[config.mk]
export PLATFORM = sky130hd
export DESIGN_NAME = adc_scan_sequencer_vref_cal_flat
export DESIGN_NICKNAME = d
export VERILOG_FILES = /design/src/rtl/core/adcseq_pkg.sv /design/src/rtl/core/adcseq_ifs.sv /design/src/rtl/core/adcseq_div.sv /design/src/rtl/core/adcseq_ctrl.sv /design/src/rtl/core/adcseq_dp.sv /design/src/rtl/core/adc_scan_sequencer_vref_cal.sv /design/src/flat_wrapper.sv
export VERILOG_INCLUDE_DIRS = /design/src /design/src/rtl/core
export SDC_FILE = /design/constraint.sdc
export NUM_CORES = 1
export LEC_CHECK = 0
export ABC_AREA = 0
export BUFFER_PORTS_ARGS = -buffer_cell sky130_fd_sc_hd__buf_2
export CAP_MARGIN = 40
export CORE_MARGIN = 2
export CORE_UTILIZATION = 40
export DETAILED_ROUTE_END_ITERATION = 12
export PLACE_DENSITY_LB_ADDON = 0.12
export SETUP_SLACK_MARGIN = 0.2
export SYNTH_ARGS = -nofsm -noshare
export SYNTH_HDL_FRONTEND = slang
export SYNTH_SLANG_ARGS = --single-unit
[constraint.sdc]
create_clock -name clk -period 5.6 [get_ports clk]
set_input_delay 0.56 -clock clk [delete_from_list [all_inputs] [get_ports clk]]
set_output_delay 0.56 -clock clk [all_outputs]
set_load 0.02 [all_outputs]
[src/rtl/core/adc_scan_sequencer_vref_cal_macros.svh]
// ---------------------------------------------------------------------------
// ADC scan sequencer assertion macros
// Shorthand for the concurrent checks used inside the sequencer modules.
// Each macro expects signals named clk and rst_n in the calling scope.
// ---------------------------------------------------------------------------
`ifndef ADC_SCAN_SEQUENCER_VREF_CAL_MACROS_SVH
`define ADC_SCAN_SEQUENCER_VREF_CAL_MACROS_SVH

// Check that cons holds in the same cycle as ante
`define ADCSEQ_ASSERT_SAME(label, ante, cons, msg) \
  label: assert property (@(posedge clk) disable iff (!rst_n) (ante) |-> (cons)) \
    else $error(msg);

// Check that cons holds in the cycle after ante
`define ADCSEQ_ASSERT_NEXT(label, ante, cons, msg) \
  label: assert property (@(posedge clk) disable iff (!rst_n) (ante) |=> (cons)) \
    else $error(msg);

`endif

[src/rtl/core/adcseq_pkg.sv]
// ---------------------------------------------------------------------------
// ADC scan sequencer package
// Field widths, request and register codes, reset values and the types
// shared by the controller, the datapath and the top level.
// ---------------------------------------------------------------------------
package adcseq_pkg;

  localparam int MAX_SLOTS_DEF = 4;

  localparam int REQ_W      = 2;
  localparam int RAW_W      = 10;
  localparam int CH_W       = 5;
  localparam int STAT_W     = 2;
  localparam int MV_W       = 16;
  localparam int VBG_W      = 12;
  localparam int LEN_W      = 3;
  localparam int CAL_SHIFT  = 10;
  localparam int VDD_W      = VBG_W + CAL_SHIFT;
  localparam int PROD_W     = VDD_W + RAW_W;
  localparam int CFG_IDX_W  = 3;
  localparam int CFG_DATA_W = 12;
  localparam int NUM_CH_REGS = 4;

  // Request codes
  localparam logic [REQ_W-1:0] REQ_POLL = 2'd0;
  localparam logic [REQ_W-1:0] REQ_DONE = 2'd1;
  localparam logic [REQ_W-1:0] REQ_READ = 2'd2;

  // Read status codes
  localparam logic [STAT_W-1:0] RD_NONE  = 2'd0;
  localparam logic [STAT_W-1:0] RD_FOUND = 2'd1;
  localparam logic [STAT_W-1:0] RD_MISS  = 2'd2;

  // Register indexes
  localparam logic [CFG_IDX_W-1:0] CFG_SEQ_LEN = 3'd0;
  localparam logic [CFG_IDX_W-1:0] CFG_SEQ_CH0 = 3'd1;
  localparam logic [CFG_IDX_W-1:0] CFG_VBG_MV  = 3'd5;

  // Register reset values
  localparam logic [LEN_W-1:0] SEQ_LEN_RST = 3'd3;
  localparam logic [VBG_W-1:0] VBG_MV_RST  = 12'd815;

  function automatic logic [CH_W-1:0] chan_rst(input int slot);
    logic [CH_W-1:0] ch;
    case (slot)
      0:       ch = 5'd4;
      1:       ch = 5'd5;
      2:       ch = 5'd6;
      default: ch = 5'd0;
    endcase
    return ch;
  endfunction

  // Scan phase kept across items
  typedef enum logic [1:0] {
    PH_IDLE,
    PH_VREF_WAIT,
    PH_CH_START,
    PH_CH_WAIT
  } phase_t;

  // Per-item sequencing
  typedef enum logic [2:0] {
    SQ_IDLE,
    SQ_EXEC,
    SQ_DIV,
    SQ_STORE,
    SQ_PUSH
  } seq_state_t;

  typedef struct packed {
    logic load;
    logic latch_raw;
    logic launch_vref;
    logic launch_ch;
    logic do_read;
    logic vdd_clear;
    logic div_start;
    logic mul_load;
    logic store;
    logic push;
  } dp_cmd_t;

  typedef struct packed {
    logic [REQ_W-1:0] req;
    logic             raw_zero;
    logic             len_zero;
    logic             div_done;
    logic             out_free;
  } dp_status_t;

  typedef struct packed {
    logic              start_conv;
    logic [CH_W-1:0]   conv_channel;
    logic              conv_is_vref;
    logic [STAT_W-1:0] read_status;
    logic [RAW_W-1:0]  read_raw;
    logic [MV_W-1:0]   read_mv;
    logic [VDD_W-1:0]  supply_mv;
  } result_t;

endpackage

[src/rtl/core/adcseq_ifs.sv]
// ---------------------------------------------------------------------------
// ADC scan sequencer channel interfaces
// Valid/ready channels for request items, result items and register writes.
// ---------------------------------------------------------------------------
interface adcseq_in_if;
  logic                          valid;
  logic                          ready;
  logic [adcseq_pkg::REQ_W-1:0]  req_type;
  logic [adcseq_pkg::RAW_W-1:0]  conv_raw;
  logic [adcseq_pkg::CH_W-1:0]   query_channel;

  modport source (output valid, req_type, conv_raw, query_channel, input ready);
  modport sink   (input valid, req_type, conv_raw, query_channel, output ready);
endinterface

interface adcseq_out_if;
  logic                          valid;
  logic                          ready;
  logic                          start_conv;
  logic [adcseq_pkg::CH_W-1:0]   conv_channel;
  logic                          conv_is_vref;
  logic [adcseq_pkg::STAT_W-1:0] read_status;
  logic [adcseq_pkg::RAW_W-1:0]  read_raw;
  logic [adcseq_pkg::MV_W-1:0]   read_mv;
  logic [adcseq_pkg::VDD_W-1:0]  supply_mv;

  modport source (output valid, start_conv, conv_channel, conv_is_vref, read_status,
                  read_raw, read_mv, supply_mv, input ready);
  modport sink   (input valid, start_conv, conv_channel, conv_is_vref, read_status,
                  read_raw, read_mv, supply_mv, output ready);
endinterface

interface adcseq_cfg_if;
  logic                              valid;
  logic                              ready;
  logic [adcseq_pkg::CFG_IDX_W-1:0]  index;
  logic [adcseq_pkg::CFG_DATA_W-1:0] data;

  modport source (output valid, index, data, input ready);
  modport sink   (input valid, index, data, output ready);
endinterface

[src/rtl/core/adcseq_div.sv]
// ---------------------------------------------------------------------------
// ADC scan sequencer calibration divider
// Restoring radix-2 divider, one quotient bit per cycle, for the supply
// calibration quotient. Divisor must be nonzero.
// ---------------------------------------------------------------------------
module adcseq_div (
  input  logic                         clk,
  input  logic                         rst_n,
  input  logic                         start,
  input  logic [adcseq_pkg::VDD_W-1:0] dividend,
  input  logic [adcseq_pkg::RAW_W-1:0] divisor,
  output logic                         done,
  output logic [adcseq_pkg::VDD_W-1:0] quotient
);

  localparam int VDD_W = adcseq_pkg::VDD_W;
  localparam int RAW_W = adcseq_pkg::RAW_W;
  localparam int CNT_W = $clog2(VDD_W + 1);

  logic             run_r;
  logic             done_r;
  logic [CNT_W-1:0] cnt_r;
  logic [VDD_W-1:0] quo_r;
  logic [VDD_W-1:0] quo_nxt;
  logic [RAW_W-1:0] rem_r;
  logic [RAW_W-1:0] rem_nxt;
  logic [RAW_W-1:0] dsr_r;
  logic [RAW_W:0]   rem_sh;
  logic [RAW_W:0]   rem_sub;
  logic             ge;

  // Shift in the next dividend bit and trial-subtract
  always_comb begin
    rem_sh  = {rem_r, quo_r[VDD_W-1]};
    rem_sub = rem_sh - {1'b0, dsr_r};
    ge      = (rem_sh >= {1'b0, dsr_r});
    rem_nxt = ge ? rem_sub[RAW_W-1:0] : rem_sh[RAW_W-1:0];
    quo_nxt = {quo_r[VDD_W-2:0], ge};
  end

  // Step counter
  always_ff @(posedge clk) begin
    if (!rst_n) begin
      run_r  <= 1'b0;
      done_r <= 1'b0;
      cnt_r  <= '0;
    end else begin
      done_r <= run_r && (cnt_r == CNT_W'(1));
      if (start) begin
        run_r <= 1'b1;
        cnt_r <= CNT_W'(VDD_W);
      end else if (run_r) begin
        cnt_r <= cnt_r - CNT_W'(1);
        if (cnt_r == CNT_W'(1)) begin
          run_r <= 1'b0;
        end
      end
    end
  end

  // Remainder and quotient shift register
  always_ff @(posedge clk) begin
    if (start) begin
      quo_r <= dividend;
      rem_r <= '0;
      dsr_r <= divisor;
    end else if (run_r) begin
      quo_r <= quo_nxt;
      rem_r <= rem_nxt;
    end
  end

  assign done     = done_r;
  assign quotient = quo_r;

endmodule

[src/rtl/core/adcseq_ctrl.sv]
// ---------------------------------------------------------------------------
// ADC scan sequencer controller
// Holds the scan phase and converter flags and sequences each item through
// decode, optional divide or store, and result transfer.
// ---------------------------------------------------------------------------
`include "adc_scan_sequencer_vref_cal_macros.svh"

module adcseq_ctrl (
  input  logic                   clk,
  input  logic                   rst_n,
  input  logic                   in_valid,
  output logic                   in_ready,
  input  adcseq_pkg::dp_status_t sts,
  output adcseq_pkg::dp_cmd_t    cmd
);

  adcseq_pkg::seq_state_t state_r, state_nxt;
  adcseq_pkg::phase_t     phase_r, phase_nxt;
  logic                   busy_r, busy_nxt;
  logic                   done_r, done_nxt;

  // Next state and scan flags
  always_comb begin
    state_nxt = state_r;
    phase_nxt = phase_r;
    busy_nxt  = busy_r;
    done_nxt  = done_r;
    case (state_r)
      adcseq_pkg::SQ_IDLE: begin
        if (in_valid) begin
          state_nxt = adcseq_pkg::SQ_EXEC;
        end
      end
      adcseq_pkg::SQ_EXEC: begin
        state_nxt = adcseq_pkg::SQ_PUSH;
        case (sts.req)
          adcseq_pkg::REQ_POLL: begin
            case (phase_r)
              adcseq_pkg::PH_IDLE: begin
                done_nxt  = 1'b0;
                busy_nxt  = 1'b1;
                phase_nxt = adcseq_pkg::PH_VREF_WAIT;
              end
              adcseq_pkg::PH_VREF_WAIT: begin
                if (done_r) begin
                  done_nxt  = 1'b0;
                  phase_nxt = adcseq_pkg::PH_CH_START;
                  if (!sts.raw_zero) begin
                    state_nxt = adcseq_pkg::SQ_DIV;
                  end
                end
              end
              adcseq_pkg::PH_CH_START: begin
                if (!busy_r && !sts.len_zero) begin
                  done_nxt  = 1'b0;
                  busy_nxt  = 1'b1;
                  phase_nxt = adcseq_pkg::PH_CH_WAIT;
                end
              end
              adcseq_pkg::PH_CH_WAIT: begin
                if (done_r) begin
                  done_nxt  = 1'b0;
                  phase_nxt = adcseq_pkg::PH_CH_START;
                  state_nxt = adcseq_pkg::SQ_STORE;
                end
              end
              default: ;
            endcase
          end
          adcseq_pkg::REQ_DONE: begin
            done_nxt = 1'b1;
            busy_nxt = 1'b0;
          end
          default: ;
        endcase
      end
      adcseq_pkg::SQ_DIV: begin
        if (sts.div_done) begin
          state_nxt = adcseq_pkg::SQ_PUSH;
        end
      end
      adcseq_pkg::SQ_STORE: begin
        state_nxt = adcseq_pkg::SQ_PUSH;
      end
      adcseq_pkg::SQ_PUSH: begin
        if (sts.out_free) begin
          state_nxt = adcseq_pkg::SQ_IDLE;
        end
      end
      default: state_nxt = adcseq_pkg::SQ_IDLE;
    endcase
  end

  // Datapath commands
  always_comb begin
    cmd = '0;
    case (state_r)
      adcseq_pkg::SQ_IDLE: cmd.load = in_valid;
      adcseq_pkg::SQ_EXEC: begin
        case (sts.req)
          adcseq_pkg::REQ_POLL: begin
            case (phase_r)
              adcseq_pkg::PH_IDLE: cmd.launch_vref = 1'b1;
              adcseq_pkg::PH_VREF_WAIT: begin
                if (done_r) begin
                  cmd.vdd_clear = sts.raw_zero;
                  cmd.div_start = !sts.raw_zero;
                end
              end
              adcseq_pkg::PH_CH_START: cmd.launch_ch = !busy_r && !sts.len_zero;
              adcseq_pkg::PH_CH_WAIT:  cmd.mul_load  = done_r;
              default: ;
            endcase
          end
          adcseq_pkg::REQ_DONE: cmd.latch_raw = 1'b1;
          adcseq_pkg::REQ_READ: cmd.do_read   = 1'b1;
          default: ;
        endcase
      end
      adcseq_pkg::SQ_STORE: cmd.store = 1'b1;
      adcseq_pkg::SQ_PUSH:  cmd.push  = sts.out_free;
      default: ;
    endcase
  end

  assign in_ready = (state_r == adcseq_pkg::SQ_IDLE);

  // State registers
  always_ff @(posedge clk) begin
    if (!rst_n) begin
      state_r <= adcseq_pkg::SQ_IDLE;
      phase_r <= adcseq_pkg::PH_IDLE;
      busy_r  <= 1'b0;
      done_r  <= 1'b0;
    end else begin
      state_r <= state_nxt;
      phase_r <= phase_nxt;
      busy_r  <= busy_nxt;
      done_r  <= done_nxt;
    end
  end

  `ADCSEQ_ASSERT_SAME(a_busy_done_excl, 1'b1, !(busy_r && done_r), "busy and done both set")
  `ADCSEQ_ASSERT_SAME(a_div_in_cal, cmd.div_start, (phase_r == adcseq_pkg::PH_VREF_WAIT) && done_r, "divide outside calibration")
  `ADCSEQ_ASSERT_NEXT(a_exec_once, state_r == adcseq_pkg::SQ_EXEC, (state_r != adcseq_pkg::SQ_EXEC) && (state_r != adcseq_pkg::SQ_IDLE), "decode did not advance")

endmodule

[src/rtl/core/adcseq_dp.sv]
// ---------------------------------------------------------------------------
// ADC scan sequencer datapath
// Configuration registers, item registers, scan slot stores, calibration
// divider, millivolt scaling and the result output register.
// ---------------------------------------------------------------------------
`include "adc_scan_sequencer_vref_cal_macros.svh"

module adcseq_dp #(
  parameter int MAX_SLOTS = adcseq_pkg::MAX_SLOTS_DEF
) (
  input  logic                              clk,
  input  logic                              rst_n,
  input  logic [adcseq_pkg::REQ_W-1:0]      in_req_type,
  input  logic [adcseq_pkg::RAW_W-1:0]      in_conv_raw,
  input  logic [adcseq_pkg::CH_W-1:0]       in_query_channel,
  input  logic                              cfg_valid,
  input  logic [adcseq_pkg::CFG_IDX_W-1:0]  cfg_index,
  input  logic [adcseq_pkg::CFG_DATA_W-1:0] cfg_data,
  input  adcseq_pkg::dp_cmd_t               cmd,
  output adcseq_pkg::dp_status_t            sts,
  output adcseq_pkg::result_t               out_item,
  output logic                              out_valid,
  input  logic                              out_ready
);

  localparam int REQ_W   = adcseq_pkg::REQ_W;
  localparam int RAW_W   = adcseq_pkg::RAW_W;
  localparam int CH_W    = adcseq_pkg::CH_W;
  localparam int MV_W    = adcseq_pkg::MV_W;
  localparam int VBG_W   = adcseq_pkg::VBG_W;
  localparam int LEN_W   = adcseq_pkg::LEN_W;
  localparam int VDD_W   = adcseq_pkg::VDD_W;
  localparam int PROD_W  = adcseq_pkg::PROD_W;
  localparam int SHIFT   = adcseq_pkg::CAL_SHIFT;
  localparam int IDX_W   = adcseq_pkg::CFG_IDX_W;
  localparam int SLOT_W  = (MAX_SLOTS > 1) ? $clog2(MAX_SLOTS) : 1;
  localparam int CNT_W   = $clog2(MAX_SLOTS + 1);
  localparam int CMP_W   = CNT_W + 1;
  localparam int LCMP_W  = (CNT_W > LEN_W) ? CNT_W : LEN_W;

  // Configuration
  logic [LEN_W-1:0]  seq_len_r;
  logic [CH_W-1:0]   chan_r [MAX_SLOTS];
  logic [VBG_W-1:0]  vbg_r;

  // Item and scan state
  logic [REQ_W-1:0]  req_r;
  logic [RAW_W-1:0]  raw_in_r;
  logic [CH_W-1:0]   qch_r;
  logic [RAW_W-1:0]  latest_raw_r;
  logic [VDD_W-1:0]  vdd_r;
  logic [SLOT_W-1:0] slot_r;
  logic [RAW_W-1:0]  raw_st_r [MAX_SLOTS];
  logic [MV_W-1:0]   mv_st_r  [MAX_SLOTS];
  logic [PROD_W-1:0] prod_r;
  adcseq_pkg::result_t res_r;
  adcseq_pkg::result_t out_r;
  adcseq_pkg::result_t push_item;
  logic              out_valid_r;

  logic [CNT_W-1:0]  len;
  logic [LCMP_W-1:0] len_raw;
  logic [SLOT_W-1:0] slot_fix;
  logic [SLOT_W-1:0] slot_adv;
  logic [CMP_W-1:0]  slot_inc;
  logic              hit;
  logic [SLOT_W-1:0] hit_idx;
  logic [MV_W-1:0]   mv_sat;
  logic              div_done;
  logic [VDD_W-1:0]  div_q;
  logic              out_launch;
  logic              out_read;

  // Clamp scan length to the slot count
  always_comb begin
    len_raw = (LCMP_W'(seq_len_r) > LCMP_W'(MAX_SLOTS)) ? LCMP_W'(MAX_SLOTS)
                                                          : LCMP_W'(seq_len_r);
    len     = CNT_W'(len_raw);
  end

  // Slot wrap for launch and advance
  always_comb begin
    slot_fix = (CMP_W'(slot_r) >= CMP_W'(len)) ? '0 : slot_r;
    slot_inc = CMP_W'(slot_r) + CMP_W'(1);
    slot_adv = (slot_inc >= CMP_W'(len)) ? '0 : SLOT_W'(slot_inc);
  end

  // Lowest matching active slot for a read
  always_comb begin
    hit     = 1'b0;
    hit_idx = '0;
    for (int i = MAX_SLOTS - 1; i >= 0; i--) begin
      if ((CNT_W'(i) < len) && (chan_r[i] == qch_r)) begin
        hit     = 1'b1;
        hit_idx = SLOT_W'(i);
      end
    end
  end

  // Saturate scaled millivolts
  assign mv_sat = (|prod_r[PROD_W-1:SHIFT+MV_W]) ? '1 : prod_r[SHIFT+MV_W-1:SHIFT];

  // Stamp the current supply on the outgoing result
  always_comb begin
    push_item           = res_r;
    push_item.supply_mv = vdd_r;
  end

  adcseq_div u_div (
    .clk      (clk),
    .rst_n    (rst_n),
    .start    (cmd.div_start),
    .dividend (VDD_W'(vbg_r) << SHIFT),
    .divisor  (latest_raw_r),
    .done     (div_done),
    .quotient (div_q)
  );

  // Configuration registers, scan state and slot stores
  always_ff @(posedge clk) begin
    if (!rst_n) begin
      seq_len_r    <= adcseq_pkg::SEQ_LEN_RST;
      vbg_r        <= adcseq_pkg::VBG_MV_RST;
      latest_raw_r <= '0;
      vdd_r        <= '0;
      slot_r       <= '0;
      out_valid_r  <= 1'b0;
      for (int i = 0; i < MAX_SLOTS; i++) begin
        chan_r[i]   <= adcseq_pkg::chan_rst(i);
        raw_st_r[i] <= '0;
        mv_st_r[i]  <= '0;
      end
    end else begin
      if (cfg_valid && (cfg_index == adcseq_pkg::CFG_SEQ_LEN)) begin
        seq_len_r <= cfg_data[LEN_W-1:0];
      end
      if (cfg_valid && (cfg_index == adcseq_pkg::CFG_VBG_MV)) begin
        vbg_r <= cfg_data[VBG_W-1:0];
      end
      for (int i = 0; i < MAX_SLOTS; i++) begin
        if (cfg_valid && (i < adcseq_pkg::NUM_CH_REGS) &&
            (cfg_index == IDX_W'(i) + adcseq_pkg::CFG_SEQ_CH0)) begin
          chan_r[i] <= cfg_data[CH_W-1:0];
        end
      end

      // Slot index: reset by a length write, else follow the scan
      if (cfg_valid && (cfg_index == adcseq_pkg::CFG_SEQ_LEN)) begin
        slot_r <= '0;
      end else if (cmd.launch_ch) begin
        slot_r <= slot_fix;
      end else if (cmd.store) begin
        slot_r <= slot_adv;
      end

      if (cmd.latch_raw) begin
        latest_raw_r <= raw_in_r;
      end

      if (cmd.vdd_clear) begin
        vdd_r <= '0;
      end else if (div_done) begin
        vdd_r <= div_q;
      end

      if (cmd.store) begin
        raw_st_r[slot_r] <= latest_raw_r;
        mv_st_r[slot_r]  <= mv_sat;
      end

      if (cmd.push) begin
        out_valid_r <= 1'b1;
      end else if (out_ready) begin
        out_valid_r <= 1'b0;
      end
    end
  end

  // Item capture, product and result staging
  always_ff @(posedge clk) begin
    if (cmd.load) begin
      req_r    <= in_req_type;
      raw_in_r <= in_conv_raw;
      qch_r    <= in_query_channel;
      res_r    <= '0;
    end else begin
      if (cmd.launch_vref) begin
        res_r.start_conv   <= 1'b1;
        res_r.conv_is_vref <= 1'b1;
      end
      if (cmd.launch_ch) begin
        res_r.start_conv   <= 1'b1;
        res_r.conv_channel <= chan_r[slot_fix];
      end
      if (cmd.do_read) begin
        res_r.read_status <= hit ? adcseq_pkg::RD_FOUND : adcseq_pkg::RD_MISS;
        res_r.read_raw    <= hit ? raw_st_r[hit_idx] : '0;
        res_r.read_mv     <= hit ? mv_st_r[hit_idx] : '0;
      end
    end
    if (cmd.mul_load) begin
      prod_r <= PROD_W'(vdd_r) * PROD_W'(latest_raw_r);
    end
    if (cmd.push) begin
      out_r <= push_item;
    end
  end

  // Status to the controller
  always_comb begin
    sts.req      = req_r;
    sts.raw_zero = (latest_raw_r == '0);
    sts.len_zero = (len == '0);
    sts.div_done = div_done;
    sts.out_free = !out_valid_r || out_ready;
  end

  assign out_item  = out_r;
  assign out_valid = out_valid_r;

  // Result flags for the checks below
  assign out_launch = out_valid_r && out_r.start_conv;
  assign out_read   = (out_r.read_status != adcseq_pkg::RD_NONE);

  `ADCSEQ_ASSERT_SAME(a_push_free, cmd.push, !out_valid_r || out_ready, "push over held result")
  `ADCSEQ_ASSERT_SAME(a_slot_range, 1'b1, CNT_W'(slot_r) < CNT_W'(MAX_SLOTS), "slot out of range")
  `ADCSEQ_ASSERT_SAME(a_launch_no_read, out_launch, !out_read, "launch and read in one result")

endmodule

[src/rtl/core/adc_scan_sequencer_vref_cal.sv]
// ---------------------------------------------------------------------------
// ADC scan sequencer with reference calibration
// Top level: controller, datapath and channel interfaces.
// ---------------------------------------------------------------------------
// Usage:
//   in_ch carries poll ticks, conversion-complete items and channel reads;
//   out_ch returns exactly one result item per accepted request; cfg_ch
//   writes the scan length, the slot channels and the bandgap millivolts and
//   is always ready. Write registers only while no request is in flight.
// Sequencing:
//   A request is accepted only in idle; it is decoded and its result is then
//   transferred to the output register, and only then is the next request
//   taken. The poll that stores a scanned slot adds a step (registered
//   multiply, then store). The calibration poll runs the serial divider, one
//   quotient bit per cycle over 22 bits, before its result is transferred.
// Reset:
//   rst_n (synchronous) restores register defaults, clears the slot stores,
//   the supply value and the scan phase; the first poll launches the
//   reference conversion.
// Stall:
//   A finished result waits in the output register; one further request is
//   accepted and processed meanwhile, then held until out_ch is taken.
// ---------------------------------------------------------------------------
module adc_scan_sequencer_vref_cal #(
  parameter int MAX_SLOTS = adcseq_pkg::MAX_SLOTS_DEF
) (
  input  logic          clk,
  input  logic          rst_n,
  adcseq_in_if.sink     in_ch,
  adcseq_out_if.source  out_ch,
  adcseq_cfg_if.sink    cfg_ch
);

  adcseq_pkg::dp_cmd_t    cmd;
  adcseq_pkg::dp_status_t sts;
  adcseq_pkg::result_t    out_item;
  logic                   out_valid;
  logic                   in_ready;

  adcseq_ctrl u_ctrl (
    .clk      (clk),
    .rst_n    (rst_n),
    .in_valid (in_ch.valid),
    .in_ready (in_ready),
    .sts      (sts),
    .cmd      (cmd)
  );

  adcseq_dp #(
    .MAX_SLOTS (MAX_SLOTS)
  ) u_dp (
    .clk              (clk),
    .rst_n            (rst_n),
    .in_req_type      (in_ch.req_type),
    .in_conv_raw      (in_ch.conv_raw),
    .in_query_channel (in_ch.query_channel),
    .cfg_valid        (cfg_ch.valid),
    .cfg_index        (cfg_ch.index),
    .cfg_data         (cfg_ch.data),
    .cmd              (cmd),
    .sts              (sts),
    .out_item         (out_item),
    .out_valid        (out_valid),
    .out_ready        (out_ch.ready)
  );

  // Drive channel handshakes and result payload
  assign in_ch.ready         = in_ready;
  assign cfg_ch.ready        = 1'b1;
  assign out_ch.valid        = out_valid;
  assign out_ch.start_conv   = out_item.start_conv;
  assign out_ch.conv_channel = out_item.conv_channel;
  assign out_ch.conv_is_vref = out_item.conv_is_vref;
  assign out_ch.read_status  = out_item.read_status;
  assign out_ch.read_raw     = out_item.read_raw;
  assign out_ch.read_mv      = out_item.read_mv;
  assign out_ch.supply_mv    = out_item.supply_mv;

endmodule
[src/flat_wrapper.sv]
// flat-port wrapper written by rule: the top's interface ports become plain ports
module adc_scan_sequencer_vref_cal_flat 
#(
  parameter int MAX_SLOTS = adcseq_pkg::MAX_SLOTS_DEF
)
  (clk, rst_n, in_ch_valid, in_ch_req_type, in_ch_conv_raw, in_ch_query_channel, in_ch_ready, out_ch_valid, out_ch_start_conv, out_ch_conv_channel, out_ch_conv_is_vref, out_ch_read_status, out_ch_read_raw, out_ch_read_mv, out_ch_supply_mv, out_ch_ready, cfg_ch_valid, cfg_ch_index, cfg_ch_data, cfg_ch_ready);
  adcseq_in_if in_ch_i ();
  adcseq_out_if out_ch_i ();
  adcseq_cfg_if cfg_ch_i ();
  input  logic clk;
  input  logic rst_n;
  input wire logic [$bits(in_ch_i.valid)-1:0] in_ch_valid;
  input wire logic [$bits(in_ch_i.req_type)-1:0] in_ch_req_type;
  input wire logic [$bits(in_ch_i.conv_raw)-1:0] in_ch_conv_raw;
  input wire logic [$bits(in_ch_i.query_channel)-1:0] in_ch_query_channel;
  output wire logic [$bits(in_ch_i.ready)-1:0] in_ch_ready;
  output wire logic [$bits(out_ch_i.valid)-1:0] out_ch_valid;
  output wire logic [$bits(out_ch_i.start_conv)-1:0] out_ch_start_conv;
  output wire logic [$bits(out_ch_i.conv_channel)-1:0] out_ch_conv_channel;
  output wire logic [$bits(out_ch_i.conv_is_vref)-1:0] out_ch_conv_is_vref;
  output wire logic [$bits(out_ch_i.read_status)-1:0] out_ch_read_status;
  output wire logic [$bits(out_ch_i.read_raw)-1:0] out_ch_read_raw;
  output wire logic [$bits(out_ch_i.read_mv)-1:0] out_ch_read_mv;
  output wire logic [$bits(out_ch_i.supply_mv)-1:0] out_ch_supply_mv;
  input wire logic [$bits(out_ch_i.ready)-1:0] out_ch_ready;
  input wire logic [$bits(cfg_ch_i.valid)-1:0] cfg_ch_valid;
  input wire logic [$bits(cfg_ch_i.index)-1:0] cfg_ch_index;
  input wire logic [$bits(cfg_ch_i.data)-1:0] cfg_ch_data;
  output wire logic [$bits(cfg_ch_i.ready)-1:0] cfg_ch_ready;
  assign in_ch_i.valid = in_ch_valid;
  assign in_ch_i.req_type = in_ch_req_type;
  assign in_ch_i.conv_raw = in_ch_conv_raw;
  assign in_ch_i.query_channel = in_ch_query_channel;
  assign in_ch_ready = in_ch_i.ready;
  assign out_ch_valid = out_ch_i.valid;
  assign out_ch_start_conv = out_ch_i.start_conv;
  assign out_ch_conv_channel = out_ch_i.conv_channel;
  assign out_ch_conv_is_vref = out_ch_i.conv_is_vref;
  assign out_ch_read_status = out_ch_i.read_status;
  assign out_ch_read_raw = out_ch_i.read_raw;
  assign out_ch_read_mv = out_ch_i.read_mv;
  assign out_ch_supply_mv = out_ch_i.supply_mv;
  assign out_ch_i.ready = out_ch_ready;
  assign cfg_ch_i.valid = cfg_ch_valid;
  assign cfg_ch_i.index = cfg_ch_index;
  assign cfg_ch_i.data = cfg_ch_data;
  assign cfg_ch_ready = cfg_ch_i.ready;
  adc_scan_sequencer_vref_cal #(.MAX_SLOTS(MAX_SLOTS)) u_core (.clk(clk), .rst_n(rst_n), .in_ch(in_ch_i), .out_ch(out_ch_i), .cfg_ch(cfg_ch_i));
endmodule
Word-level counts from Yosys, hierarchy flattened

Memories as Yosys holds them, arrays and structs flattened.
Cells that the tools add are included.

Mux-type cells: 90
Add/sub/neg operators: 3
Bitwise operators: 5
Reductions and logical operators: 40
Magnitude comparators: 8
Eq/ne operators: 26
Multipliers: 1

Operators with widths:

| operator             | number |
|---|---|
| $mux W5              | 10 |
| $mux W16             | 3 |
| $mux W22             | 2 |
| $mux W1              | 38 |
| $mul A22 B10 Y32     | 1 |
| $mux W2              | 16 |
| $mux W10             | 3 |
| $mux W3              | 9 |
| $eq A5 B5 Y1         | 4 |
| $reduce_or A16 Y1    | 1 |
| $pmux W3 S5          | 1 |
| $eq A3 B2 Y1 const B | 4 |
| $logic_and A1 B1 Y1  | 12 |
| $ge A11 B10 Y1       | 1 |
| $logic_not A10 Y1    | 1 |
| $reduce_bool A2 Y1   | 5 |
| $reduce_or A10 Y1    | 1 |
| $sub A10 B10 Y10     | 1 |
| $eq A3 B3 Y1 const B | 3 |
| $logic_not A3 Y1     | 3 |
| $ne A2 B2 Y1 const B | 4 |
| $pmux W1 S2          | 4 |
| $reduce_and A4 Y1    | 2 |
| $reduce_or A2 Y1     | 4 |
| 26 further kinds     | 40 |

Output and inout port bits: 60
Word-level logic and storage cells: 211
Register bits after elaboration: 247
Memories kept: 3
Memory bits (writable): 124
Input port bits: 37

Memory list:

| name                 | depth | width | read ports | clocked after memory_dff | wr ports | line            | source |
|---|---|---|---|---|---|---|---|
| u_core.u_dp.mv_st_r  | 4     | 16    | 1          | 0                        | 4        | adcseq_dp.sv:54 | `logic [MV_W-1:0] mv_st_r [MAX_SLOTS];` |
| u_core.u_dp.raw_st_r | 4     | 10    | 1          | 0                        | 4        | adcseq_dp.sv:53 | `logic [RAW_W-1:0] raw_st_r [MAX_SLOTS];` |
| u_core.u_dp.chan_r   | 4     | 5     | 5          | 0                        | 4        | adcseq_dp.sv:43 | `logic [CH_W-1:0] chan_r [MAX_SLOTS];` |

Longest topological paths before layout

Gate-level depths: netlist of run 1.

Word-level depth: 10
Depth in mapped cells: 21

By module

Synthesis of run 1 repeated with hierarchy kept, for this count alone.

Cells, all modules: 1900
Area total of the unflattened synthesis: 21551.9 µm²

By module, submodules not included:

| module                      | seq. area each (µm²) | area each (µm²) | times used | cells each |
|---|---|---|---|---|
| adcseq_dp                   | 8308.0               | 18590.3         | 1          | 1633 |
| adcseq_div                  | 1301.2               | 2489.9          | 1          | 210 |
| adcseq_ctrl                 | 140.1                | 460.4           | 1          | 55 |
| adc_scan_sequencer_vref_cal | 0.0                  | 11.3            | 1          | 2 |

Least setup slack after synthesis of run 1

OpenSTA, ideal clock, no wires.

Kind: register -> register
Start: register u_core.u_dp.latest_raw_r[3]
End: register u_core.u_dp.prod_r[28] (data pin)
Data required time: 5.339 ns
Stages on the path, launching flop included: 22
Buffers on the path: 2
Path slack: -0.073 ns
Clock period less this slack: 5.673 ns
Arrival time: 5.412 ns
Path through: dfxtp_1 > clkbuf_1 > clkbuf_1 > nand2_1 > fa_1 > inv_1 > fa_1 > inv_1 > fa_1 > inv_1 > fa_1 > inv_1 > fa_1 > inv_1 > ha_1 > and4_1 > o2111a_1 > a211oi_4 > a211oi_4 > o21a_1 > o21a_1 > o311a_1

Word-level cells in the longest chain between the ends: 1

Ends and longest elaborated chain:

| what                     | line             | source |
|---|---|---|
| start: declaration       | adcseq_dp.sv:50  | `logic [RAW_W-1:0] latest_raw_r;` |
| start signal: assignment | adcseq_dp.sv:157 | `latest_raw_r <= raw_in_r;` |
| $mul A22 B10 Y32         | adcseq_dp.sv:202 | `prod_r <= PROD_W'(vdd_r) * PROD_W'(latest_raw_r);` |
| end signal: assignment   | adcseq_dp.sv:202 |  |
| end: declaration         | adcseq_dp.sv:55  | `logic [PROD_W-1:0] prod_r;` |

No other way between the ends.
A chain may end at the register's enable or synchronous reset.

Worst setup path after layout of run 1

Start: register u_core.u_dp.latest_raw_r[2]
End: register u_core.u_dp.prod_r[28] (data pin)

Same word-level chain as after synthesis.

==> out/metrics.yaml, run 1 <==
clock_tree:
  clk_pin_slew_worst_paths_ns: 0.06
  cts_buffers: 41
  worstSkewPairLatency_ns: 0.57
  cts.path.max_buffers: 3
  clock_tree.root_cell: "clkbuf_16"
  htree_levels: 2
  clock_sinks: 361
  cts_tree: "done"
routing:
  drtIter0Drc: 912
  firstDrtPassIters: 5
  wirelength_mm: 52.50
  vias_per_cell: 5.078
  drc: 0
  detail-route-antenna-nets: 0
  num_vias: 14470
  wl_per_cell_microns: 18.43
synth:
  synthesis.nets: 2283
  async_flop_share_pct: 0
  avgSynthCellArea_sq_um: 10.65
  yosysSeqAreaShare_pct: 45.17
  ys_types: 76
  synth_ff_type: "edfxtp_1"
  synth-edff-count: 242
  syn_area_sq_um: 21360
  yosysWarnings: 0
  ys_ff_latch: 361
  syn_inst: 2005
sta:
  fin_crit_ns: 5.270
  fin_setup_tns_ns: 0
  fmax_mhz: 189.8
  final_max_slew_viol_count: 0
  slew_headroom_pct: 41.43
  worstMarginPinSlew_ns: 0.8761
  rsz0062_at_grt: "true"
  min_period_over_period_pct: 94.10
  finalHoldViolCount: 0
  hold_ws_ns: 0.1609
  setup_viol: 0
  finalClockSkew_ns: 0.01638
layout:
  regArea_sq_um: 9692
  drive_above_1_share_pct: 16.43
  fill_cells: 4884
  antennaDiodeCount: 0
  area_growth_pct: 16.25
  nNetsFinal: 2406
  final_common_cell: "nand2_1"
  multiInputGateArea_sq_um: 10710
  layout_common_cells: "nand2_1 (245), edfxtp_1 (242), inv_1 (186)"
run:
  cap_violations: 0
global_routing:
  use_met3_pct: 2.732
  grt_pass1_wl_mm: 83.65
  grt_busiest_layer: "met2"
  track_usage_pct: 18.98
  grt_pass1_vias: 14970
  antenna_found_initial: 0
  grt_start_max_net_pins: 54
  grtUsageMet1_pct: 25.46
  grtUsageMet2_pct: 32.64
  overflow: 0
critical_path:
  required_ns: 5.91
  cp_max_fo: 6
  endpoint_kind: "flop"
  cp.arrival_ns: 5.58
  worstSetupPathType: "reg2reg"
  critPathLaunchType: "flop"
power:
  leakage_uw: 0.01052
  irDropWorstVdd_mv: 0.2708
  p_sw_share_pct: 23.66
  clock_power_share_pct: 44.2
  p_int_uw: 4649
  p_comb_share_pct: 6.5
  pwr-share-seq_pct: 49.3
  power.switching_uw: 1441
  p_per_area_nw_per_um2: 245.2
placement:
  port-buffer-count: 95
  hpwlAfterDp_mm: 38.27
  place_congestion: 0.8425
floorplanning:
  start_util_pct: 40.57
  die-area_sq_um: 55270
  die_height_microns: 235.1
  rows: 84
  die_x_microns: 235.1
  ioPinCount: 97
  core_area_sq_um: 52660
worst_hold_path:
  worstHoldPathType: "in2reg"
run_status:
  status: "finished clean"
## through the flow
stage                     area (sq um)  worst slack, ns  std cells  util [%]  power (uW)
final                            24840           0.3303       2849     47.17        6090
after global routing             24840           0.1691       2849     47.17        6331
after CTS                        24430           0.1584       2837     46.39        6175
after detailed placement         23040          0.03155       2761     43.75        3454
after global placement           22920          0.08332       2755     43.52        3438
after floorplan                  21420           0.2002       2005         -        3279
## repair_timing
action / 4_1_cts / 5_1_grt
pin swaps: 1 / 44
endpoints found under the hold margin: 0 / 0
hold buffers: 0 / 0
setup endpoints to repair: 7 / 14
resized for setup: 11 / 67
buffers inserted: 0 / 10
cloned: 0 / 2
## area by class of cell
type	count	share of cell area, %
inverter	189	2.857
multi-input combinational	1332	43.14
tap	688	3.466
sequential	361	39.02
clock inverter	23	0.9774
clock buffer	53	4.524
timing repair buffer	203	6.015
## flip-flops by register name, summed over array words and instances (netlist names), 2 cells and up
| name | count |
|---|---|
| u_core.u_dp.mv_st_r | 64 |
| u_core.u_dp.out_item | 57 |
| u_core.u_dp.raw_st_r | 40 |
| u_core.u_dp.push_item | 35 |
| u_core.u_dp.prod_r | 22 |
| u_core.u_dp.u_div.quotient | 22 |
| u_core.u_dp.vdd_r | 22 |
| u_core.u_dp.chan_r | 20 |
| u_core.u_dp.vbg_r | 12 |
| u_core.u_dp.latest_raw_r | 10 |
| u_core.u_dp.raw_in_r | 10 |
| u_core.u_dp.u_div.dsr_r | 10 |
| u_core.u_dp.u_div.rem_r | 10 |
| u_core.u_dp.qch_r | 5 |
| u_core.u_dp.u_div.cnt_r | 5 |
| u_core.u_ctrl.state_r | 3 |
| u_core.u_dp.seq_len_r | 3 |
| u_core.u_ctrl.phase_r | 2 |
| u_core.u_dp.req_r | 2 |
| u_core.u_dp.slot_r | 2 |
## Yosys cell counts, types with 4 or more instances
cell type,n,area [sq um]
o21a_1,10,75.07
nor2_1,171,641.9
buf_6,5,56.30
a211oi_1,17,127.6
clkbuf_1,93,349.1
buf_4,6,45.04
o21ai_1,28,140.1
and3_1,19,118.9
nand3_1,34,170.2
a21oi_1,62,310.3
nor3_1,13,65.06
mux2i_1,47,470.5
a21oi_2,5,43.79
xnor2_1,35,306.5
o211ai_1,4,30.03
a32oi_1,28,245.2
xor2_1,14,122.6
buf_2,14,70.07
edfxtp_1,242,7267
nand4_1,7,43.79
ha_1,83,1039
a221o_1,26,260.3
fa_1,158,3163
dfxtp_1,119,2382
nor4_1,7,43.79
and2_1,154,963.4
inv_1,188,705.7
a21o_1,8,60.06
o21ai_0,50,250.2
nand2b_1,35,219.0
nor2b_1,8,50.05
or3_1,7,43.79
nand2_1,248,930.9
## worst max-delay path, stage by stage, from the launching register on
cell	delay, ns
dfxtp_4	0.43
buf_12	0.14
buf_4	0.12
nand2_1	0.07
fa_1	0.51
inv_1	0.05
fa_1	0.49
fa_2	0.42
fa_1	0.51
inv_1	0.05
fa_1	0.48
inv_1	0.04
ha_1	0.28
a21o_1	0.20
a211oi_2	0.23
a22o_1	0.25
a211oi_4	0.07
o21a_1	0.21
o21a_1	0.17
o311a_1	0.29
## cells by family (layout without fill, tap and decap cells)
logic type      after synthesis  after routing  share of synthesized area [%]
simple gates                721            721                          16.24
fa+ha+maj                   241            241                          19.67
other cells                   1              1                        0.01755
mux                          49             49                          2.308
compound gates              271            271                          8.727
xor+xnor                     49             49                          2.009
flops                       361            361                          45.17
buf+inv                     312            468                          5.863
## worst paths after layout
check	startpoint	endpoint	slack (ns)	cells past startpoint
worst min-delay path	in_ch_query_channel[1]	u_core.u_dp.qch_r[1]$_DFFE_PP_	0.16	1
worst min register to register	u_core.u_dp.push_item[33]$_SDFFE_PP0P_	u_core.u_dp.out_item[33]$_DFFE_PP_	0.43	0
worst max-delay path	u_core.u_dp.latest_raw_r[2]$_SDFFE_PN0P_	u_core.u_dp.prod_r[28]$_DFFE_PP_	0.33	19
worst max register to register	u_core.u_dp.latest_raw_r[2]$_SDFFE_PN0P_	u_core.u_dp.prod_r[28]$_DFFE_PP_	0.33	19
## routing by layer
metal	up-vias	share of wire (%)
li1	6958	-
met1	7178	45
met2	270	49
met3	62	4.0
met4	0	1.8
met5	-	0
## power by group through the flow
stage / Clock (uW) / Combinational, uW / Sequential, uW
2_1_floorplan: 0 / 199 / 3080
3_3_place_gp: 0 / 380 / 3060
3_5_place_dp: 0 / 396 / 3060
4_1_cts: 2780 / 398 / 3000
5_1_grt: 2890 / 432 / 3010
6_report: 2690 / 396 / 3000
(Power assumes the default switching activity.)
==> run 2: changes to the inputs <==
Settings changed: SYNTH_HIERARCHICAL from default to 1.
==> run 2 against run 1 <==
  * Sequential power rose by 9.3%
  * Highest routed layer unchanged
  * Sequential share of layout area about the same
  * Non-clock buffer count increased by 12
  * Power is 15% higher
==> out/metrics.yaml, run 2 <==
run_status:
  status: "finished clean"
run:
  cap_violations: 0
synth:
  synth-edff-count: 252
  syn_area_sq_um: 21550
  yosys.area.top_type: "edfxtp_1"
  yosysSeqAreaShare_pct: 45.24
  synth_ff_type: "edfxtp_1"
  synth_common_cells: "edfxtp_1 (252), nand2_1 (196), inv_1 (168)"
  syn_inst: 1900
  ys_types: 89
  avgSynthCellArea_sq_um: 11.34
  async_flop_share_pct: 0
  synth_top_area_share_pct: 35.11
  yosysWarnings: 6
  yosysMostFrequentCell: "edfxtp_1"
  ys_ff_latch: 361
  synthTopCellsByArea: "edfxtp_1 (35%), fa_1 (15%), dfxtp_1 (10%), ha_1 (4.8%), mux2i_1 (4.3%)"
layout:
  antennaDiodeCount: 0
  area_growth_pct: 16.71
  layout_common_cells: "edfxtp_1 (252), nand2_1 (194), inv_1 (163)"
  nNetsFinal: 2337
  multiInputGateArea_sq_um: 10870
  fill_cells: 4968
  regArea_sq_um: 9804
  largest_reg_flops: 64
  drive_above_1_share_pct: 20.22
  layoutNonFillerInstCount: 2788
  regMostFlops: "u_core/u_dp/mv_st_r"
  final_common_cell: "edfxtp_1"
sta:
  setup_viol: 0
  finalHoldViolCount: 0
  fmax_mhz: 189.0
  min_period_over_period_pct: 94.50
  fin_crit_ns: 5.292
  rsz0062_at_grt: "true"
  setup_ws_ns: 0.3079
  hold_ws_ns: 0.1672
  slew_headroom_pct: 44.07
  final_max_slew_viol_count: 0
  worstMarginPinSlew_ns: 0.8379
  fin_setup_tns_ns: 0
  finalClockSkew_ns: 0.02509
clock_tree:
  cts_hold_buf: 0
  clock_sinks: 361
  clk_pin_slew_worst_paths_ns: 0.06
  cts.path.max_buffers: 3
  cts_buffers: 41
  cts_tree: "done"
  htree_levels: 2
  clock_tree.root_cell: "clkbuf_16"
  worstSkewPairLatency_ns: 0.57
routing:
  num_vias: 14000
  wirelength_mm: 51.33
  vias_per_cell: 5.021
  drtIter0Drc: 843
  drc: 0
  detail-route-antenna-nets: 0
  wl_per_cell_microns: 18.41
  firstDrtPassIters: 5
global_routing:
  grt_pass1_wl_mm: 81.65
  grt_start_max_net_pins: 63
  antenna_found_initial: 2
  overflow: 0
  track_usage_pct: 18.68
  grt_pass1_vias: 14780
power:
  leakage_uw: 0.01088
  irDropWorstVdd_mv: 0.2004
  p_per_area_nw_per_um2: 279.3
critical_path:
  endpoint_kind: "flop"
  required_ns: 5.90
  cp_max_fo: 7
  crit_slowest_cell: "fa_1"
  critPathLaunchType: "flop"
  cp.arrival_ns: 5.59
  worst_path_most_repeated_cell: "fa_1"
  cpPeakStageDelay_ns: 0.51
  worstSetupPathType: "reg2reg"
  critical_path.cell_chain: "buf_6, clkbuf_16, buf_12, and2_1, fa_1, inv_1, fa_1, fa_1, inv_1, fa_1, ha_1, ha_1, a21o_1, a21oi_1, o21ai_0, a31oi_4, o221ai_4, a21oi_2, xnor2_1"
placement:
  hpwlAfterDp_mm: 36.54
  place_congestion: 0.8452
  port-buffer-count: 95
  dp.cells: 2692
  dp_slack_ns: -0.02013
floorplanning:
  die_x_microns: 236.1
  rows: 85
  core_area_sq_um: 53500
  die-area_sq_um: 55750
  die_height_microns: 236.1
  ioPinCount: 97
  start_util_pct: 40.29
worst_hold_path:
  worstHoldPathType: "in2reg"
-- run 2: cell count changes after synthesis, sizes merged, moves of 15 or more --
| cell | delta |
|---|---|
| o22a | +27 |
| nand2 | -51 |
| mux2 | +21 |
| or2b | +22 |
| mux2i | +46 |
| nand2b | -15 |
| inv | -21 |
| a221o | -26 |
| a32oi | -27 |
| o21ai | -66 |
-- run 2: critical path: cells and delay by family (launching register included) --
kind	cells	cell delay, ns
xor gates and xnor gates	1	0.07
and+or+nand+nor	1	0.16
buffers and inverters	5	0.53
adders and majority gates	6	2.50
AOI/OAI and AO/OA	6	1.42
DFF	1	0.35
-- run 2: routing by layer --
metal / vias to the layer above / track usage [%] / part of all wire (%)
li1: 6670 / - / -
met1: 6988 / 25.22 / 46
met2: 279 / 31.82 / 48
met3: 62 / 2.563 / 3.8
met4: 0 / 4.517 / 1.7
met5: - / 0 / 0
-- run 2: power breakdown --
part / internal (uW) / total, uW / switching [uW]
Sequential: 3130 / 3280 / 153
Clock: 1680 / 2770 / 1090
Combinational: 335 / 977 / 642
-- run 2: per-stage QoR --
stage | util (%) | area (sq um) | power [uW]
6_report | 47.02 | 25150 | 7025
5_1_grt | 47.02 | 25150 | 7313
4_1_cts | 46.13 | 24680 | 7089
3_5_place_dp | 43.38 | 23210 | 4297
3_3_place_gp | 43.23 | 23130 | 4284
2_1_floorplan | - | 21590 | 3995
-- run 2: area by class of cell --
cell class	instances	area share (%)
multi-input combinational	1271	43.23
tap	696	3.462
clock inverter	24	1.055
clock buffer	52	4.532
sequential	361	38.98
inverter	169	2.522
timing repair buffer	215	6.223
-- run 2: worst paths after layout --
path                                                 start                            endpoint  slack (ns)  cells past startpoint
setup / recovery  u_core/u_dp/latest_raw_r[6]$_SDFFE_PN0P_    u_core/u_dp/prod_r[31]$_DFFE_PP_        0.31                     19
hold / removal                           in_ch_conv_raw[7]   u_core/u_dp/raw_in_r[7]$_DFFE_PP_        0.17                      1
setup reg to reg  u_core/u_dp/latest_raw_r[6]$_SDFFE_PN0P_    u_core/u_dp/prod_r[31]$_DFFE_PP_        0.31                     19
hold reg to reg     u_core/u_dp/push_item[31]$_SDFFE_PP0P_  u_core/u_dp/out_item[31]$_DFFE_PP_        0.41                      0
-- run 2: what timing repair did --
action                                  4_1_cts  5_1_grt
pin swaps                                     7       34
gates cloned                                  0        2
gates resized for setup                      18       71
endpoints found under the setup margin       10       18
buffers inserted                              2       16
-- run 2: logic make-up after synthesis --
logic type	after synthesis	share of synthesized area [%]
and+or+nand+nor	677	15.97
DFF	361	45.24
buffers and inverters	277	5.718
adders and majority gates	241	19.49
AOI/OAI and AO/OA	176	5.991
muxes	116	5.521
xor gates and xnor gates	50	2.032
other	2	0.03485
==> run 3: changes to the inputs <==
Settings changed: CORE_ASPECT_RATIO from default to 0.5.
==> run 3 against run 2 <==
  * Hold slack improved by 0.0058 ns
  * Critical path depth decreased by 1
  * Die area increased by 0.20%
  * Global-route usage increased by 0.33 points
  * Final area decreased by 2.0%
  * Maximum frequency increased by 1.1%
  * First-iteration DRC count decreased by 11%
  * Critical path type unchanged
  * Critical endpoint unchanged
==> out/metrics.yaml, run 3 (synthesis results as in run 2) <==
routing:
  wl_per_cell_microns: 18.82
  vias_per_cell: 4.946
  num_vias: 13710
  detail-route-antenna-nets: 0
  wirelength_mm: 52.17
  drtIter0Drc: 752
  firstDrtPassIters: 5
  drc: 0
placement:
  hpwlAfterDp_mm: 37.66
  dp_slack_ns: 0.04857
  place_congestion: 0.8113
  postPlaceCellArea_sq_um: 23110
  port-buffer-count: 95
worst_hold_path:
  min_from: "in_ch_query_channel[3]"
  worstHoldEndpoint: "u_core/u_dp/qch_r[3]$_DFFE_PP_"
  hold_depth: 1
  worstHoldPathType: "in2reg"
clock_tree:
  cts_hold_buf: 0
  clk_pin_slew_worst_paths_ns: 0.06
  clock_sinks: 361
  cts_buffers: 37
  cts.path.max_buffers: 3
  cts_tree: "done"
  worstSkewPairLatency_ns: 0.56
  htree_levels: 2
  clock_tree.root_cell: "clkbuf_16"
sta:
  final_max_slew_viol_count: 0
  fmax_mhz: 191.1
  finalHoldViolCount: 0
  worstMarginPinSlew_ns: 0.8592
  rsz0062_at_grt: "true"
  slew_headroom_pct: 42.28
  fin_setup_tns_ns: 0
  min_period_over_period_pct: 93.45
  setup_viol: 0
  fin_crit_ns: 5.233
  setup_ws_ns: 0.3670
  finalClockSkew_ns: 0.02630
floorplanning:
  ioPinCount: 97
  start_util_pct: 40.32
  die_x_microns: 332.3
  core_area_sq_um: 53450
  die_height_microns: 168.1
  rows: 60
  die-area_sq_um: 55870
global_routing:
  grt_start_max_net_pins: 63
  grtUsageMet1_pct: 30.06
  grtUsageMet2_pct: 27.67
  track_usage_pct: 19.01
  grt_pass1_vias: 13960
  antenna_found_initial: 0
  grt_pass1_wl_mm: 82.79
  use_met3_pct: 2.903
  grt_busiest_layer: "met1"
  overflow: 0
layout:
  layout_common_cells: "edfxtp_1 (252), nand2_1 (196), inv_1 (168)"
  regMostFlops: "u_core/u_dp/mv_st_r"
  fill_cells: 5002
  final_area_sq_um: 24640
  nNetsFinal: 2307
  area_growth_pct: 14.33
  final_common_cell: "edfxtp_1"
  drive_above_1_share_pct: 17.88
  largest_reg_flops: 64
critical_path:
  cp.arrival_ns: 5.53
  ff2ff_setup_slack_ns: 0.37
  critPathLaunchType: "flop"
  worstSetupPathType: "reg2reg"
  r2r_end: "u_core/u_dp/prod_r[31]$_DFFE_PP_"
  critical_path_buf_inv_count: 3
  required_ns: 5.90
  worst_path_most_repeated_cell: "fa_1"
  crit_slowest_cell: "fa_1"
  cp_max_fo: 5
  cpPeakStageDelay_ns: 0.51
  critical_path.cell_chain: "buf_4, and2_1, fa_1, fa_1, fa_1, fa_1, inv_1, fa_1, inv_1, ha_1, a21oi_2, o21ai_2, a221oi_2, o2111ai_2, a31oi_4, o221ai_2, a21oi_2, xnor2_1"
  endpoint_kind: "flop"
  r2r-start: "u_core/u_dp/vdd_r[8]$_SDFFE_PP0P_"
  crit_family: "adder cells"
  r2r_cells: 18
run:
  cap_violations: 0
power:
  leakage_uw: 0.01068
  p_per_area_nw_per_um2: 278.0
  irDropWorstVdd_mv: 0.1934
run_status:
  status: "finished clean"
[run 3: cell types whose count changed in the layout (fill, tap and decap cells not counted), sizes merged]
cell,before,now
diode,0,1
clkbuf,54,47
clkinv,17,16
buf,213,188
bufinv,5,4
[run 3: how the worst max path moves through the flow]
| stage | depth (start not counted) | slack (ns) | start | end |
|---|---|---|---|---|
| after floorplan | 22 | 0.20 | u_core/u_dp/latest_raw_r[2]$_SDFFE_PN0P_ | u_core/u_dp/prod_r[31]$_DFFE_PP_ |
| after global placement | 20 | 0.08 | u_core/u_dp/latest_raw_r[6]$_SDFFE_PN0P_ | u_core/u_dp/prod_r[31]$_DFFE_PP_ |
| after detailed placement | 20 | 0.05 | u_core/u_dp/latest_raw_r[6]$_SDFFE_PN0P_ | u_core/u_dp/prod_r[31]$_DFFE_PP_ |
| after CTS | 20 | 0.21 | u_core/u_dp/latest_raw_r[6]$_SDFFE_PN0P_ | u_core/u_dp/prod_r[31]$_DFFE_PP_ |
| after global routing | 18 | 0.16 | u_core/u_dp/vdd_r[8]$_SDFFE_PP0P_ | u_core/u_dp/prod_r[31]$_DFFE_PP_ |
| final | 18 | 0.37 | u_core/u_dp/vdd_r[8]$_SDFFE_PP0P_ | u_core/u_dp/prod_r[31]$_DFFE_PP_ |
[run 3: layout make-up]
class | instances | area [sq um] | share of cell area (%)
clock inverters | 22 | 246.5 | 1.000
flip-flops and latches | 361 | 9786 | 39.71
diodes | 1 | 2.502 | 0.01016
repair buffers | 189 | 1321 | 5.362
inverters | 169 | 634.4 | 2.574
clock buffers | 46 | 1052 | 4.270
multi-input cells | 1271 | 10710 | 43.45
well taps | 713 | 892.1 | 3.620
[run 3: routing by layer]
layer  part of all wire (%)  wire [microns]  up-vias
met5                      0               0        -
met4                    1.1             596        0
met3                    4.5            2352       51
met2                     41           21530      250
met1                     53           27690     6808
li1                       -               -     6600
[run 3: power breakdown]
group	total [uW]	leakage (uW)	internal (uW)	switching (uW)
clock network	2610	0.000640	1530	1080
logic	961	0.00668	322	639
registers	3280	0.00336	3130	148
total	6850	0.0107	4990	1860
[run 3: through the flow]
stage | util (%) | instances | total power (uW) | hold slack (ns)
floorplan | - | 1909 | 3995 | 0.3998
global placement | 43.11 | 2687 | 4294 | 0.4077
detailed placement | 43.24 | 2692 | 4298 | 0.4064
CTS | 45.70 | 2761 | 6929 | 0.1452
global route | 46.10 | 2771 | 7148 | 0.1484
finish | 46.10 | 2772 | 6850 | 0.1730
[run 3: timing repair]
item / in CTS / in global routing
gates cloned: 0 / 1
setup buffers: 1 / 9
endpoints found under the setup margin: 3 / 13
gates resized for setup: 6 / 35
pin swaps: 2 / 5
